### config.mk
export PLATFORM = sky130hd
export DESIGN_NAME = circular_deque_core
export DESIGN_NICKNAME = d
export VERILOG_FILES = /design/src/sv/cdq_pkg.sv /design/src/sv/cdq_ram.sv /design/src/sv/cdq_index.sv /design/src/sv/circular_deque_core.sv
export SDC_FILE = /design/constraint.sdc
export NUM_CORES = 1
export LEC_CHECK = 0
export BUFFER_PORTS_ARGS = -buffer_cell sky130_fd_sc_hd__clkbuf_2
export CAP_MARGIN = 10
export CORE_AREA = 2 2 250 252
export CTS_CLUSTER_DIAMETER = 80
export CTS_CLUSTER_SIZE = 20
export DETAILED_ROUTE_END_ITERATION = 16
export DIE_AREA = 0 0 252 254
export HOLD_SLACK_MARGIN = 0.15
export PLACE_DENSITY = 0.61
export SYNTH_ARGS = -nofsm -noshare
export SYNTH_HDL_FRONTEND = slang
export SYNTH_SLANG_ARGS = --single-unit
### constraint.sdc
create_clock -name clk -period 4.6 [get_ports clk]
set_input_delay 0.23 -clock clk [delete_from_list [all_inputs] [get_ports clk]]
set_output_delay 0.23 -clock clk [all_outputs]
set_load 0.01 [all_outputs]
### src/sv/cdq_pkg.sv
package cdq_pkg;

    localparam int CAPACITY = 15;
    localparam int SLOTS    = CAPACITY + 1;
    localparam int IDX_W    = (SLOTS > 2) ? $clog2(SLOTS) : 1;
    localparam int WORD_W   = 32;

    typedef enum logic [1:0] {
        FUNC_PUSH_FRONT = 2'd0,
        FUNC_PUSH_REAR  = 2'd1,
        FUNC_POP_FRONT  = 2'd2,
        FUNC_POP_REAR   = 2'd3
    } func_t;

    typedef enum logic [1:0] {
        STATUS_OK        = 2'd0,
        STATUS_OVERFLOW  = 2'd1,
        STATUS_UNDERFLOW = 2'd2
    } status_t;

    typedef logic [IDX_W-1:0] idx_t;

    typedef struct packed {
        func_t              func;
        logic signed [31:0] push_value;
    } item_t;

    typedef struct packed {
        logic signed [31:0] pop_value;
        status_t            status;
        logic               is_empty;
        logic               is_full;
    } result_t;

    // Memory request from the index logic.
    typedef struct packed {
        logic              wr_en;
        logic              rd_en;
        idx_t              addr;
        logic [WORD_W-1:0] wdata;
    } mem_req_t;

    // Outcome of one operation, ahead of the read data.
    typedef struct packed {
        logic    from_mem;
        status_t status;
        logic    is_empty;
        logic    is_full;
    } outcome_t;

    function automatic idx_t next_slot(input idx_t i);
        return (i == idx_t'(SLOTS - 1)) ? '0 : idx_t'(i + idx_t'(1));
    endfunction

    function automatic idx_t prev_slot(input idx_t i);
        return (i == '0) ? idx_t'(SLOTS - 1) : idx_t'(i - idx_t'(1));
    endfunction

endpackage

### src/sv/cdq_ram.sv
module cdq_ram #(
    parameter int DEPTH = 16,
    parameter int WIDTH = 32,
    parameter int ADDR_W = (DEPTH > 2) ? $clog2(DEPTH) : 1
) (
    input  logic              clk,
    input  logic              wr_en,
    input  logic              rd_en,
    input  logic [ADDR_W-1:0] addr,
    input  logic [WIDTH-1:0]  wdata,
    output logic [WIDTH-1:0]  rdata
);

    logic [WIDTH-1:0] mem [DEPTH];
    logic [WIDTH-1:0] rdata_reg;

    always_ff @(posedge clk)
    begin
        if (wr_en)
        begin
            mem[addr] <= wdata;
        end
        if (rd_en)
        begin
            rdata_reg <= mem[addr];
        end
    end

    assign rdata = rdata_reg;

endmodule

### src/sv/cdq_index.sv
module cdq_index (
    input  logic              clk,
    input  logic              rst_n,
    input  logic              fire,
    input  cdq_pkg::item_t    item,
    output cdq_pkg::mem_req_t mem_req,
    output cdq_pkg::outcome_t outcome
);

    cdq_pkg::idx_t front_reg, front_next;
    cdq_pkg::idx_t rear_reg, rear_next;
    cdq_pkg::idx_t step_idx;
    logic          full_now, empty_now;

    assign empty_now = (front_reg == rear_reg);
    assign full_now  = (front_reg == cdq_pkg::next_slot(rear_reg));

    always_comb
    begin
        front_next       = front_reg;
        rear_next        = rear_reg;
        step_idx         = '0;
        mem_req.wr_en    = 1'b0;
        mem_req.rd_en    = 1'b0;
        mem_req.addr     = front_reg;
        mem_req.wdata    = item.push_value;
        outcome.from_mem = 1'b0;
        outcome.status   = cdq_pkg::STATUS_OK;
        case (item.func)
            cdq_pkg::FUNC_PUSH_FRONT:
            begin
                if (full_now)
                begin
                    outcome.status = cdq_pkg::STATUS_OVERFLOW;
                end
                else
                begin
                    mem_req.wr_en = fire;
                    mem_req.addr  = front_reg;
                    front_next    = cdq_pkg::prev_slot(front_reg);
                end
            end
            cdq_pkg::FUNC_PUSH_REAR:
            begin
                if (full_now)
                begin
                    outcome.status = cdq_pkg::STATUS_OVERFLOW;
                end
                else
                begin
                    step_idx      = cdq_pkg::next_slot(rear_reg);
                    mem_req.wr_en = fire;
                    mem_req.addr  = step_idx;
                    rear_next     = step_idx;
                end
            end
            cdq_pkg::FUNC_POP_FRONT:
            begin
                if (empty_now)
                begin
                    outcome.status = cdq_pkg::STATUS_UNDERFLOW;
                end
                else
                begin
                    step_idx         = cdq_pkg::next_slot(front_reg);
                    mem_req.rd_en    = fire;
                    mem_req.addr     = step_idx;
                    outcome.from_mem = 1'b1;
                    front_next       = step_idx;
                    if (step_idx == rear_reg)
                    begin
                        front_next = '0;
                        rear_next  = '0;
                    end
                end
            end
            cdq_pkg::FUNC_POP_REAR:
            begin
                if (empty_now)
                begin
                    outcome.status = cdq_pkg::STATUS_UNDERFLOW;
                end
                else
                begin
                    step_idx         = cdq_pkg::prev_slot(rear_reg);
                    mem_req.rd_en    = fire;
                    mem_req.addr     = rear_reg;
                    outcome.from_mem = 1'b1;
                    rear_next        = step_idx;
                    if (step_idx == front_reg)
                    begin
                        front_next = '0;
                        rear_next  = '0;
                    end
                end
            end
            default:
            begin
                outcome.status = cdq_pkg::STATUS_OK;
            end
        endcase
        outcome.is_empty = (front_next == rear_next);
        outcome.is_full  = (front_next == cdq_pkg::next_slot(rear_next));
    end

    always_ff @(posedge clk or negedge rst_n)
    begin
        if (!rst_n)
        begin
            front_reg <= '0;
            rear_reg  <= '0;
        end
        else if (fire)
        begin
            front_reg <= front_next;
            rear_reg  <= rear_next;
        end
    end

endmodule

### src/sv/circular_deque_core.sv
// Double-ended queue of signed 32-bit words, up to cdq_pkg::CAPACITY of them,
// kept in a ring of CAPACITY+1 slots in one synchronous memory.
// Input channel (item_valid / item_stall / item): each beat asks for one of
// push front, push rear, pop front, pop rear. Output channel (result_valid /
// result_stall / result): exactly one beat per input beat, in order, carrying
// the popped word (-1 on a push or underflow), the status code and the empty
// and full flags after the operation.
// Each result passes the pending stage, then the output register.
// Throughput: one beat per cycle while the output drains; the memory is
// touched once per operation at the acceptance edge (write for a push,
// read for a pop), and its read register takes the data at that edge.
// Reset empties the deque (both ring indices to zero) and drops any result
// in flight; memory contents are left as they are.
// When the receiver stalls, the output register holds its beat, one more
// result waits in the pending stage, and then item_stall rises until the
// output frees up. Nothing is ever dropped.
module circular_deque_core (
    input  logic             clk,
    input  logic             rst_n,
    input  logic             item_valid,
    output logic             item_stall,
    input  cdq_pkg::item_t   item,
    output logic             result_valid,
    input  logic             result_stall,
    output cdq_pkg::result_t result
);

    cdq_pkg::mem_req_t mem_req;
    cdq_pkg::outcome_t outcome;
    logic [cdq_pkg::WORD_W-1:0] mem_rdata;

    // Pending stage: the outcome of the last accepted operation, waiting for
    // read data and a free output register.
    logic              pend_valid_reg;
    cdq_pkg::outcome_t pend_reg;

    logic              out_valid_reg;
    cdq_pkg::result_t  out_reg, out_next;

    logic out_free;
    logic pend_move;
    logic fire;

    // Output register can take a beat when empty or being drained this cycle.
    assign out_free   = !out_valid_reg || !result_stall;
    assign pend_move  = pend_valid_reg && out_free;
    // Hold the input while the pending stage is blocked.
    assign item_stall = pend_valid_reg && !pend_move;
    assign fire       = item_valid && !item_stall;

    cdq_index u_index (
        .clk     (clk),
        .rst_n   (rst_n),
        .fire    (fire),
        .item    (item),
        .mem_req (mem_req),
        .outcome (outcome)
    );

    // The memory is only accessed on an accepted beat, so its read register
    // holds steady while the pending stage waits.
    cdq_ram #(
        .DEPTH (cdq_pkg::SLOTS),
        .WIDTH (cdq_pkg::WORD_W)
    ) u_ram (
        .clk   (clk),
        .wr_en (mem_req.wr_en),
        .rd_en (mem_req.rd_en),
        .addr  (mem_req.addr),
        .wdata (mem_req.wdata),
        .rdata (mem_rdata)
    );

    // Assemble the result beat; use read data only for a successful pop.
    always_comb
    begin
        out_next.pop_value = pend_reg.from_mem ? $signed(mem_rdata) : -32'sd1;
        out_next.status    = pend_reg.status;
        out_next.is_empty  = pend_reg.is_empty;
        out_next.is_full   = pend_reg.is_full;
    end

    always_ff @(posedge clk or negedge rst_n)
    begin
        if (!rst_n)
        begin
            pend_valid_reg <= 1'b0;
            out_valid_reg  <= 1'b0;
        end
        else
        begin
            if (fire)
            begin
                pend_valid_reg <= 1'b1;
            end
            else if (pend_move)
            begin
                pend_valid_reg <= 1'b0;
            end
            if (out_free)
            begin
                out_valid_reg <= pend_valid_reg;
            end
        end
    end

    always_ff @(posedge clk)
    begin
        if (fire)
        begin
            pend_reg <= outcome;
        end
        if (pend_move)
        begin
            out_reg <= out_next;
        end
    end

    assign result_valid = out_valid_reg;
    assign result       = out_reg;

endmodule

# --- Word level (Yosys, flattened, before mapping) ---
# Memory sizes are Yosys's and may differ from the RTL's. A register that Yosys moved wholly into a read port is not among the register bits.
# Index checks and enable logic that the tools add are counted.
classes:
  eq_ne: 12
  n_mux: 32
  reduce_logical: 14
  add_sub_neg: 5
op_table:
  columns: ["cell", "n"]
  rows:
  - ["$mux 4", 16]
  - ["$eq 4x4->1", 6]
  - ["$pmux 4 s3", 2]
  - ["$pmux 4 s4", 1]
  - ["$add 4x1->4 const B", 3]
  - ["$eq 4x4->1 const B", 3]
  - ["$mux 5", 2]
  - ["$logic_not 4->1", 2]
  - ["$mux 1", 8]
  - ["$sub 4x1->4 const B", 2]
  - ["$eq 2x2->1 const B", 2]
  - ["$logic_not 1->1", 4]
  - ["$pmux 2 s2", 1]
  - ["$reduce_or 2->1", 2]
  - ["$logic_and 1x1->1", 3]
  - ["$eq 2x1->1 const B", 1]
  - ["$logic_not 2->1", 1]
  - ["$mux 2", 1]
  - ["$pmux 1 s2", 1]
  - ["$reduce_bool 2->1", 1]
  - ["$logic_or 1x1->1", 1]
totals:
  elab_cells: 76
  inputBits: 38
  memories: 1
  register_bits: 51
  ram_bits: 512
mem_list:
  columns: ["name", "depth", "width", "read_ports", "rd_clocked_by_memory_dff", "wr", "line", "text"]
  rows:
  - ["u_ram.mem", 16, 32, 1, 1, 1, "cdq_ram.sv:14", "logic [WIDTH-1:0] mem [DEPTH];"]

# --- Logic depth before layout (Yosys ltp) ---
# Gate-level depths: netlist (run 1).
depth:
  ltp_word: 11
  depth_mapped: 15

# --- Modules after synthesis ---
# Synthesis (run 1) repeated with hierarchy kept, for this count alone.
unflattened:
  hier_cells: 1166
  area_unflattened_um2: 23590.1
modules_own_cells:
  columns: ["mod", "area_each_um2", "n_inst", "seq_area_each_um2", "cells_each"]
  rows:
  - ["cdq_ram", 20183.1, 1, 16335.7, 840]
  - ["cdq_index", 1873.0, 1, 200.2, 242]
  - ["circular_deque_core", 1534.0, 1, 1281.2, 84]

# --- Worst setup path after synthesis (run 1) ---
# OpenSTA, ideal clock, no wires.
synth_timing:
  kind: "register to register"
  startpoint: "reg u_index.rear_reg[2]"
  endpoint: "mem u_ram.mem[11][0], enable pin"
  slack_ns: -0.474
  setup_ns: 0.461
  path_stages_with_launch: 14
  path_buffers: 4
  arrival_time_ns: 4.613
  required_time_ns: 4.139
  path_cell_list: "dfrtp_1 > buf_6 > xor2_2 > or4_4 > buf_6 > buf_2 > nand2_1 > o21ai_0 > o41ai_1 > nand2_1 > o2bb2ai_1 > buf_2 > nand4b_1 > nor3_1"
synth_between:
  elab_chain_len: 7
  elab_cells_between_ends: 13
synth_rtl:
  columns: ["item", "line", "text"]
  rows:
  - ["start: declaration", "cdq_index.sv:11", "cdq_pkg::idx_t rear_reg, rear_next;"]
  - ["start signal: assignment", "cdq_index.sv:116", "rear_reg <= rear_next;"]
  - ["$add 4x1->4 / $eq 4x4->1 (equally long branches)", "cdq_pkg.sv:52", "return (i == idx_t'(SLOTS - 1)) ? '0 : idx_t'(i + idx_t'(1));"]
  - ["$mux 4", "cdq_pkg.sv:52", null]
  - ["$eq 4x4->1", "cdq_index.sv:16", "assign full_now = (front_reg == cdq_pkg::next_slot(rear_reg));"]
  - ["$mux 1", "cdq_index.sv:32, cdq_index.sv:45", null]
  - ["$mux 1", null, null]
  - ["$mux 1", "cdq_ram.sv:19", "if (wr_en)"]
  - ["$mux 1 (implied by the code)", "cdq_ram.sv:21", "mem[addr] <= wdata;"]
  - ["end: declaration", "cdq_ram.sv:14", null]
# Parallel ways exist; a longest one is shown, timed or not.

# --- Worst setup path in the final report (run 1) ---
layout_timing:
  startpoint: "reg u_index.rear_reg[2]"
  endpoint: "reg u_ram.rdata_reg[20], in the netlist u_ram.rdata[20] (read register of u_ram.mem), data pin"
layout_between:
  elab_chain_len: 5
  elab_cells_between_ends: 10
layout_rtl:
  columns: ["item", "line", "text"]
  rows:
  - ["$add 4x1->4 / $eq 4x4->1 (equally long branches)", "cdq_pkg.sv:52", null]
  - ["$mux 4", "cdq_pkg.sv:52", null]
  - ["$eq 4x4->1", "cdq_index.sv:16", null]
  - ["$mux 4", "cdq_index.sv:45", "if (full_now)"]
  - ["$pmux 4 s4", "cdq_index.sv:29", "case (item.func)"]
  - ["end: declaration", "cdq_ram.sv:15", "logic [WIDTH-1:0] rdata_reg;"]
# Parallel ways exist; a longest one is shown, timed or not.
# A chain may end at the register's enable or synchronous reset.

==> results.json, run 1 <==
{
  "syn_area_mm2": 0.02433,
  "yosys_warnings": 0,
  "die_area_mm2": 0.06401,
  "worst-slew-pin-transition_ns": 1.231,
  "hp-class": "in2reg",
  "fin_skew_ns": 0.02888,
  "crit_type": "reg2reg",
  "fp.dieW_um": 252,
  "final.setup.tns_ns": 0,
  "ir_worst_vdd_mv": 0.3628,
  "area_growth_pct": 12.65,
  "yosysSeqAreaShare": 0.7323,
  "endpoint_kind": "flop",
  "final_cells": 2731,
  "fillers": 5461,
  "antenna_found_initial": 1,
  "wl_per_cell_um": 22.02,
  "synth.distinct_cells": 72,
  "ys_seq_elements": 595,
  "vias": 15142,
  "start_util": 0.3972,
  "grt_max_degree": 102,
  "comb_power_share": 0.353,
  "grt_pass1_wl_um": 91430,
  "root_buffer": "clkbuf_16",
  "dpl.hpwl_um": 34580,
  "power.share.clock": 0.218,
  "regArea_mm2": 0.01782,
  "cts_tree": "done",
  "core_mm2": 0.06126,
  "seqPwrFrac": 0.429,
  "async_flop_share": 0.01681,
  "layout-drive-gt1-share": 0.1190,
  "start_kind": "flop",
  "avgViaCountPerCell": 5.544,
  "rows": 91,
  "cts_buffer_depth": 3,
  "dp.cells": 2645,
  "cts_buffers": 38,
  "power_density_mw_per_mm2": 560.1,
  "rsz0062_at_grt": "no",
  "drt-total-wl_um": 60150,
  "largest_register_ffs": 512,
  "status": "completed",
  "period_minus_slack_ns": 4.268,
  "power_leakage_nw": 9.382,
  "drc": 0,
  "final_nets": 1975,
  "gr-usage-all-layers": 0.1878,
  "synth_ff_type": "edfxtp_1",
  "crit_fanout": 51,
  "ios": 76,
  "cap_violations": 0,
  "firstDrtPassIters": 5,
  "final_hold_viol_count": 0,
  "syn_avg_cell_area_um2": 13.19,
  "finalSetupViolations": 0,
  "p_int_w": 0.009793,
  "finalCritPeriodShare": 0.9279,
  "clk_pin_slew_ns": 0.08,
  "portBuffers": 75,
  "switchingPower_w": 0.005558,
  "htree_levels": 2,
  "crit_required_ns": 4.89,
  "drt-initial-drc-count": 1438,
  "antennaDiodeCount": 0,
  "dieHeight_um": 254,
  "max-slew-margin-rel": 0.1770,
  "cts_resized": 0,
  "clkSinkCount": 595,
  "overflow": 0,
  "timing.fmax_mhz": 234.3,
  "synth_edf_count": 585,
  "gp_congestion": 0.8397,
  "worstPathArrival_ns": 4.56,
  "p_total_w": 0.01535,
  "postSynthCellCount": 1845,
  "drv_slew": 0,
  "first_global_vias": 14787,
  "clock_latency_ns": 0.58,
  "multiInputGateArea_mm2": 0.006046,
  "syn-num-nets": 1888,
  "swShare": 0.3621,
  "ant_nets": 0
}
-- Yosys cell counts, types with 2 or more instances --
cell type    n  area share
a221o_1      2     0.00082
xor3_1       2      0.0020
a31oi_1     35      0.0090
nor2_1      25      0.0039
nor4_2       2      0.0010
dfrtp_1     10       0.010
nand2b_1    38      0.0098
o211ai_1     6      0.0019
a32oi_1      3      0.0011
o32ai_1      2     0.00072
buf_6        4      0.0019
buf_4       14      0.0043
a21o_1       2     0.00062
clkbuf_1    49      0.0076
nand2_1    539       0.083
and3_1      66       0.017
o2bb2ai_1    2     0.00072
nor2b_1      2     0.00051
o211a_1      4      0.0016
o21ai_1      2     0.00041
a221oi_1     2     0.00072
edfxtp_1   585        0.72
o21ai_0     17      0.0035
xor2_1       7      0.0025
o22ai_1      2     0.00051
nand3_1    132       0.027
buf_1        3     0.00046
a31o_2       4      0.0014
xnor2_1     12      0.0043
a311oi_1    96       0.035
o21bai_1     2     0.00062
ha_1         5      0.0026
buf_2       62       0.013
nor3_1      16      0.0033
inv_1       12      0.0019
a21oi_1     43      0.0088
-- worst max-delay path, stage by stage (launching register included) --
cell	delay (ns)
dfrtp_1	0.71
xor2_2	0.18
nor4_1	0.66
nand2_1	0.11
a21oi_1	0.38
nor3_1	0.16
a21oi_4	0.71
buf_12	0.36
nand3_1	0.14
a311oi_1	0.49
a21oi_1	0.07
-- worst paths after layout --
kind,end,slack (ns),from,cells after the start
worst max register to register,u_ram.rdata[20],0.33,u_index.rear_reg[2],10
worst min-delay path,out_next[2],0.39,item[33],2
worst max-delay path,u_ram.rdata[20],0.33,u_index.rear_reg[2],10
max in group asynchronous,u_index.rear_reg[2],3.46,rst_n,3
worst min register to register,result[1],0.40,out_next[1],0
min in group asynchronous,pend_valid_reg,0.75,rst_n,3
-- layout by cell type, fill, tap and decap left out, drive strengths merged, types with 7 or more instances in the layout --
cell type / synthesis / final
a21oi: 44 / 44
a311oi: 96 / 96
a31oi: 35 / 35
and3: 67 / 67
buf: 83 / 68
clkbuf: 50 / 118
dfrtp: 10 / 10
dlygate4sd3: 0 / 37
edfxtp: 585 / 585
inv: 13 / 17
nand2: 540 / 540
nand2b: 39 / 39
nand3: 133 / 133
nor2: 25 / 25
nor3: 16 / 16
o211ai: 7 / 7
o21ai: 20 / 20
xnor2: 12 / 12
xor2: 8 / 8
-- cells by family (layout without fill, tap and decap cells) --
| group | after synthesis | in the layout | share of synthesized area |
|---|---|---|---|
| adders and majority gates | 5 | 5 | 0.002571 |
| and+or+nand+nor | 835 | 835 | 0.1510 |
| buffers and inverters | 146 | 242 | 0.02916 |
| DFF | 595 | 595 | 0.7323 |
| AOI/OAI and AO/OA | 241 | 241 | 0.07462 |
| xor gates and xnor gates | 23 | 23 | 0.01039 |
-- area by class of cell --
cell class,instances,share of cell area
sequential,595,0.6501
multi-input combinational,1104,0.2206
timing repair buffer,180,0.05223
clock buffer,43,0.03616
tap,790,0.03606
clock inverter,6,0.003104
inverter,13,0.001780
-- timing repair --
| item | in CTS | in global routing |
|---|---|---|
| hold endpoints to repair | 527 | 0 |
| buffers inserted | 0 | 0 |
| setup endpoints to repair | 0 | 0 |
| hold buffers | 37 | 0 |
-- stage by stage --
step	hold WS, ns	utilization	setup slack, ns	cell area (um2)
floorplan	-0.06559	-	-0.4741	24380
global placement	0.1380	0.4238	0.5609	25960
detailed placement	0.1397	0.4238	0.4681	25960
CTS	0.3851	0.4474	0.4554	27410
global route	0.4132	0.4474	0.1851	27410
finish	0.3893	0.4474	0.3315	27410
-- per-layer routing --
layer,vias to the layer above,GRT usage,part of all wire
met5,-,0,0.00012
met4,2,0.06154,0.028
li1,6961,-,-
met1,7601,0.2634,0.45
met3,100,0.02100,0.053
met2,478,0.3067,0.47
-- power by group through the flow --
stage	Clock (W)	Combinational [W]	Sequential [W]
after floorplan	0	0.00379	0.00663
after global placement	0	0.00531	0.00670
after detailed placement	0	0.00539	0.00671
after CTS	0.00342	0.00543	0.00658
after global routing	0.00359	0.00595	0.00661
final	0.00334	0.00543	0.00658
(Power assumes the default switching activity.)
==> inputs of run 2 (changes only) <==
CORE_AREA = 2 2 239 264   (was 2 2 250 252)
DIE_AREA = 0 0 241 266   (was 0 0 252 254)
==> run 2 against run 1 <==
Compared with the run above: combinational power is 3% higher; cell count grew 1.9%; clock power decreased by 3%; die area rose by 0.15%; fmax rose by 8.2%; hold slack worse by 0.24 ns; critical path type unchanged; critical endpoint is now u_ram.mem[8][2]; largest power group unchanged.
==> results.json, run 2 (synthesized netlist as in run 1, its figures left out) <==
{
  "first_global_vias": 14982,
  "final_hold_viol_count": 0,
  "wl_per_cell_um": 21.75,
  "antenna_found_initial": 0,
  "dpl.hpwl_um": 35720,
  "hp-class": "in2reg",
  "crit_type": "reg2reg",
  "portBuffers": 75,
  "core_mm2": 0.06174,
  "crit_required_ns": 4.84,
  "cts_resized": 0,
  "worst-slew-pin-transition_ns": 0.9585,
  "cp_num_buf_inv": 3,
  "final_nets": 1986,
  "drc": 0,
  "drt-total-wl_um": 60500,
  "fin_skew_ns": 0.02831,
  "dp.cells": 2701,
  "pre_cts_ws_ns": 0.6691,
  "power_density_mw_per_mm2": 559.3,
  "ant_nets": 0,
  "cts_buffer_depth": 3,
  "cts_buffers": 37,
  "place_area_mm2": 0.02610,
  "clock_latency_ns": 0.57,
  "overflow": 0,
  "max_stage_delay_ns": 0.68,
  "fillers": 5642,
  "start_util": 0.3941,
  "max-slew-margin-rel": 0.3594,
  "largest_register_ffs": 512,
  "period_minus_slack_ns": 3.945,
  "avgViaCountPerCell": 5.476,
  "worst_slack_ns": 0.6554,
  "cp_top_family": "simple AND/OR/NAND/NOR gates",
  "power_leakage_nw": 9.418,
  "rsz0062_at_grt": "no",
  "crit_top_cell": "buf_4",
  "gr-usage-all-layers": 0.1895,
  "dieHeight_um": 266,
  "drv_slew": 0,
  "layout-drive-gt1-share": 0.1247,
  "cts_tree": "done",
  "status": "completed",
  "finalSetupViolations": 0,
  "die_area_mm2": 0.06411,
  "grt_max_degree": 98,
  "final_area_mm2": 0.02749,
  "area_growth_pct": 12.97,
  "crit_fanout": 18,
  "endpoint_kind": "flop",
  "path_cells": "xor2_1, or4_4, buf_4, nand3_2, a21oi_1, o32ai_4, buf_4, nand2_1, nor2_4, buf_4",
  "multiInputGateArea_mm2": 0.006046,
  "final_common_cell": "edfxtp_1",
  "slowest_stage": "o32ai_4",
  "worstPathArrival_ns": 4.18,
  "timing.fmax_mhz": 253.5,
  "htree_levels": 2,
  "final_cell_mix": "edfxtp_1 (585), nand2_1 (539), nand3_1 (132)",
  "drt-initial-drc-count": 1437,
  "ir_worst_vdd_mv": 0.3082,
  "start_kind": "flop",
  "final_cells": 2782,
  "ios": 76,
  "finalCritPeriodShare": 0.8575,
  "regArea_mm2": 0.01782,
  "vias": 15233,
  "gp_congestion": 0.8687,
  "root_buffer": "clkbuf_16",
  "firstDrtPassIters": 5,
  "clk_pin_slew_ns": 0.09,
  "rows": 96,
  "fp.dieW_um": 241,
  "grt_pass1_wl_um": 92440,
  "fin_util": 0.4452,
  "cap_violations": 0,
  "clkSinkCount": 595
}
[run 2: per-stage QoR]
step	setup TNS (ns)	power, W	hold WS [ns]
floorplan	-45.51	0.01042	-0.06559
global placement	0	0.01218	0.1144
detailed placement	0	0.01221	0.1199
CTS	0	0.01546	0.1542
global route	0	0.01620	0.1584
finish	0	0.01537	0.1475
[run 2: area by class of cell]
| type | count | area share |
|---|---|---|
| Antenna cell | 1 | 0.00009104 |
| Clock buffer | 38 | 0.03460 |
| Clock inverter | 6 | 0.002640 |
| Inverter | 13 | 0.001775 |
| Multi-Input combinational cell | 1104 | 0.2200 |
| Sequential cell | 595 | 0.6482 |
| Tap cell | 833 | 0.03792 |
| Timing Repair Buffer | 192 | 0.05481 |
[run 2: worst register-to-register path, delay by kind of cell, from the launching register on]
kind,cells,cell delay [ns]
and+or+nand+nor,4,1.15
buffers and inverters,3,0.91
AOI/OAI and AO/OA,2,0.81
DFF,1,0.51
xor gates and xnor gates,1,0.23
[run 2: repair_timing]
action | in CTS | in global routing
hold buffers | 36 | 0
buffers inserted | 0 | 0
endpoints found under the setup margin | 0 | 0
endpoints found under the hold margin | 509 | 0
[run 2: final timing paths]
path / from / slack (ns) / cells past startpoint / end
max in group asynchronous: rst_n / 3.55 / 3 / u_index.front_reg[0]
max reg2reg: u_index.rear_reg[1] / 0.66 / 10 / u_ram.mem[8][2]
min in group asynchronous: rst_n / 0.70 / 3 / u_index.front_reg[1]
max: u_index.rear_reg[1] / 0.66 / 10 / u_ram.mem[8][2]
min reg2reg: out_next[1] / 0.43 / 0 / result[1]
min: item[5] / 0.15 / 1 / u_ram.mem[9][5]
[run 2: power by group]
group	switching (W)	internal (W)	leakage [nW]	total, W
Combinational	0.00367	0.00192	3.52	0.00558
Clock	0.00174	0.00151	0.503	0.00325
Sequential	0.000132	0.00641	5.40	0.00654
Total	0.00554	0.00983	9.42	0.0154
[run 2: layer usage]
metal / vias to the layer above / global-route usage / wire, um
met5: - / 0 / 0
met1: 7641 / 0.2680 / 26090
met3: 85 / 0.02383 / 3828
met2: 534 / 0.3087 / 29210
li1: 6973 / - / -
met4: 0 / 0.05222 / 1371
==> inputs of run 3 (changes only) <==
CORE_AREA = 2 2 255 282   (was 2 2 239 264)
DIE_AREA = 0 0 257 284   (was 0 0 241 266)
PLACE_DENSITY = 0.55   (was 0.61)
==> run 3 against run 2 <==
Compared with the run above: core utilization down 5.2 points; worst setup slack worse by 0.051 ns; cell count up 3.2%; die area up 14%; global-route usage down 2.4 points; critical endpoint is now u_ram.rdata[23].
==> results.json, run 3 (synthesized netlist as in run 1, its figures left out) <==
{
  "status": "completed",
  "final_cells": 2871,
  "crit_top_cell": "a311oi_1",
  "dp.cells": 2785,
  "start_util": 0.3473,
  "finalCritPeriodShare": 0.8687,
  "antenna_found_initial": 2,
  "worst-slew-pin-transition_ns": 0.7370,
  "firstDrtPassIters": 6,
  "drc": 0,
  "reg2reg_slack_ns": 0.60,
  "fin_skew_ns": 0.03002,
  "regArea_mm2": 0.01782,
  "max_stage_delay_ns": 0.76,
  "path_cells": "xor2_2, or4_4, nand2_2, inv_1, nand2_1, xnor2_1, o21a_4, buf_4, a311oi_1, a311oi_1, a21oi_1",
  "portBuffers": 75,
  "avgViaCountPerCell": 5.249,
  "cp_num_buf_inv": 2,
  "clk_pin_slew_ns": 0.08,
  "regToRegStartpoint": "u_index.front_reg[2]",
  "grt_pass1_wl_um": 93050,
  "crit_required_ns": 4.93,
  "final_area_mm2": 0.02756,
  "overflow": 0,
  "rsz0062_at_grt": "no",
  "final_hold_viol_count": 0,
  "ir_worst_vdd_mv": 0.3270,
  "power_leakage_nw": 9.365,
  "multiInputGateArea_mm2": 0.006046,
  "hp-class": "in2reg",
  "final.setup.tns_ns": 0,
  "fillers": 6473,
  "rows": 102,
  "crit_fanout": 43,
  "pre_cts_ws_ns": 0.6385,
  "dieHeight_um": 284,
  "start_kind": "flop",
  "vias": 15069,
  "cap_violations": 0,
  "worstPathArrival_ns": 4.33,
  "crit_type": "reg2reg",
  "largest_register_ffs": 512,
  "endpoint_kind": "flop",
  "ios": 76,
  "area_growth_pct": 13.25,
  "final_common_cell": "edfxtp_1",
  "drt-initial-drc-count": 1470,
  "core_mm2": 0.07006,
  "antennaDiodeCount": 0,
  "drv_slew": 0,
  "whs_path_depth": 2,
  "first_global_vias": 14670,
  "final_cell_mix": "edfxtp_1 (585), nand2_1 (539), nand3_1 (132)",
  "cts_resized": 0,
  "drt-total-wl_um": 61690,
  "cp_top_family": "compound AO/OA/AOI/OAI gates",
  "cts_setup_buffers": 0,
  "r2r-end": "u_ram.rdata[23]",
  "fin_util": 0.3933,
  "final_nets": 1969,
  "die_area_mm2": 0.07299,
  "ant_nets": 0,
  "period_minus_slack_ns": 3.996,
  "reg2regPathDepth": 11,
  "holdCritStartpoint": "item[33]",
  "hold-path-endpoint": "out_next[2]",
  "clkSinkCount": 595,
  "fp.dieW_um": 257,
  "max-slew-margin-rel": 0.5086,
  "layout-drive-gt1-share": 0.1173,
  "dpl.hpwl_um": 34690,
  "cts_buffer_depth": 3,
  "worst_slack_ns": 0.6039,
  "htree_levels": 2,
  "place_area_mm2": 0.02611,
  "timing.fmax_mhz": 250.2,
  "finalSetupViolations": 0,
  "root_buffer": "clkbuf_16",
  "cts_buffers": 38,
  "power_density_mw_per_mm2": 553.0,
  "gr-usage-all-layers": 0.1660,
  "cts_tree": "done",
  "grt_max_degree": 81,
  "clock_latency_ns": 0.59,
  "slowest_stage": "dfrtp_1",
  "gp_congestion": 0.8315,
  "wl_per_cell_um": 21.49
}
-- run 3: cell count changes in the layout (fill, tap and decap cells not counted), sizes merged --
| cell | delta |
|---|---|
| clkinv | +3 |
| buf | -19 |
| inv | +1 |
| clkbuf | +1 |
| dlygate4sd3 | +1 |
| diode | -1 |
-- run 3: cell type report --
cell class / instances / area share
multi-input combinational: 1104 / 0.2194
inverter: 13 / 0.001771
sequential: 595 / 0.6466
clock inverter: 10 / 0.004314
timing repair buffer: 174 / 0.05077
tap: 936 / 0.04250
clock buffer: 39 / 0.03465
-- run 3: per-stage QoR --
stage          hold slack [ns]  power (W)
2_1_floorplan         -0.06559    0.01042
3_3_place_gp            0.1424    0.01199
3_5_place_dp            0.1558    0.01203
4_1_cts                 0.2981    0.01535
5_1_grt                 0.3234    0.01607
6_report                0.3333    0.01524
-- run 3: where the power goes --
group,switching (W),internal [W]
Combinational,0.00348,0.00182
Clock,0.00178,0.00153
Sequential,0.000225,0.00641
Total,0.00548,0.00976
-- run 3: worst max path at each step --
stage                    startpoint               end  slack [ns]  cells past startpoint
3_5_place_dp   u_index.front_reg[2]   u_ram.rdata[23]        0.64                     11
2_1_floorplan   u_index.rear_reg[2]  u_ram.mem[11][0]       -0.47                     13
5_1_grt        u_index.front_reg[2]   u_ram.rdata[11]        0.37                     11
6_report       u_index.front_reg[2]   u_ram.rdata[23]        0.60                     11
3_3_place_gp   u_index.front_reg[2]   u_ram.rdata[11]        0.76                     11
4_1_cts        u_index.front_reg[2]   u_ram.rdata[11]        0.63                     11
-- run 3: worst reg2reg max path, cell delays in order, from the launching register on --
cell and delay [ns]:
dfrtp_1 0.76, xor2_2 0.19, or4_4 0.71, nand2_2 0.18
inv_1 0.09, nand2_1 0.09, xnor2_1 0.21, o21a_4 0.67
buf_4 0.31, a311oi_1 0.06, a311oi_1 0.41, a21oi_1 0.07
-- run 3: layer usage --
metal,vias to the layer above,GRT usage,wire (um),part of all wire
met2,423,0.2742,29830,0.48
met1,7607,0.2333,27410,0.44
met3,82,0.02099,3314,0.054
met5,-,0,14,0.00023
li1,6955,-,-,-
met4,2,0.03852,1122,0.018
-- run 3: repair_timing --
item / CTS / global route
setup endpoints to repair: 0 / 0
hold buffers: 37 / 0
hold endpoints to repair: 524 / 0
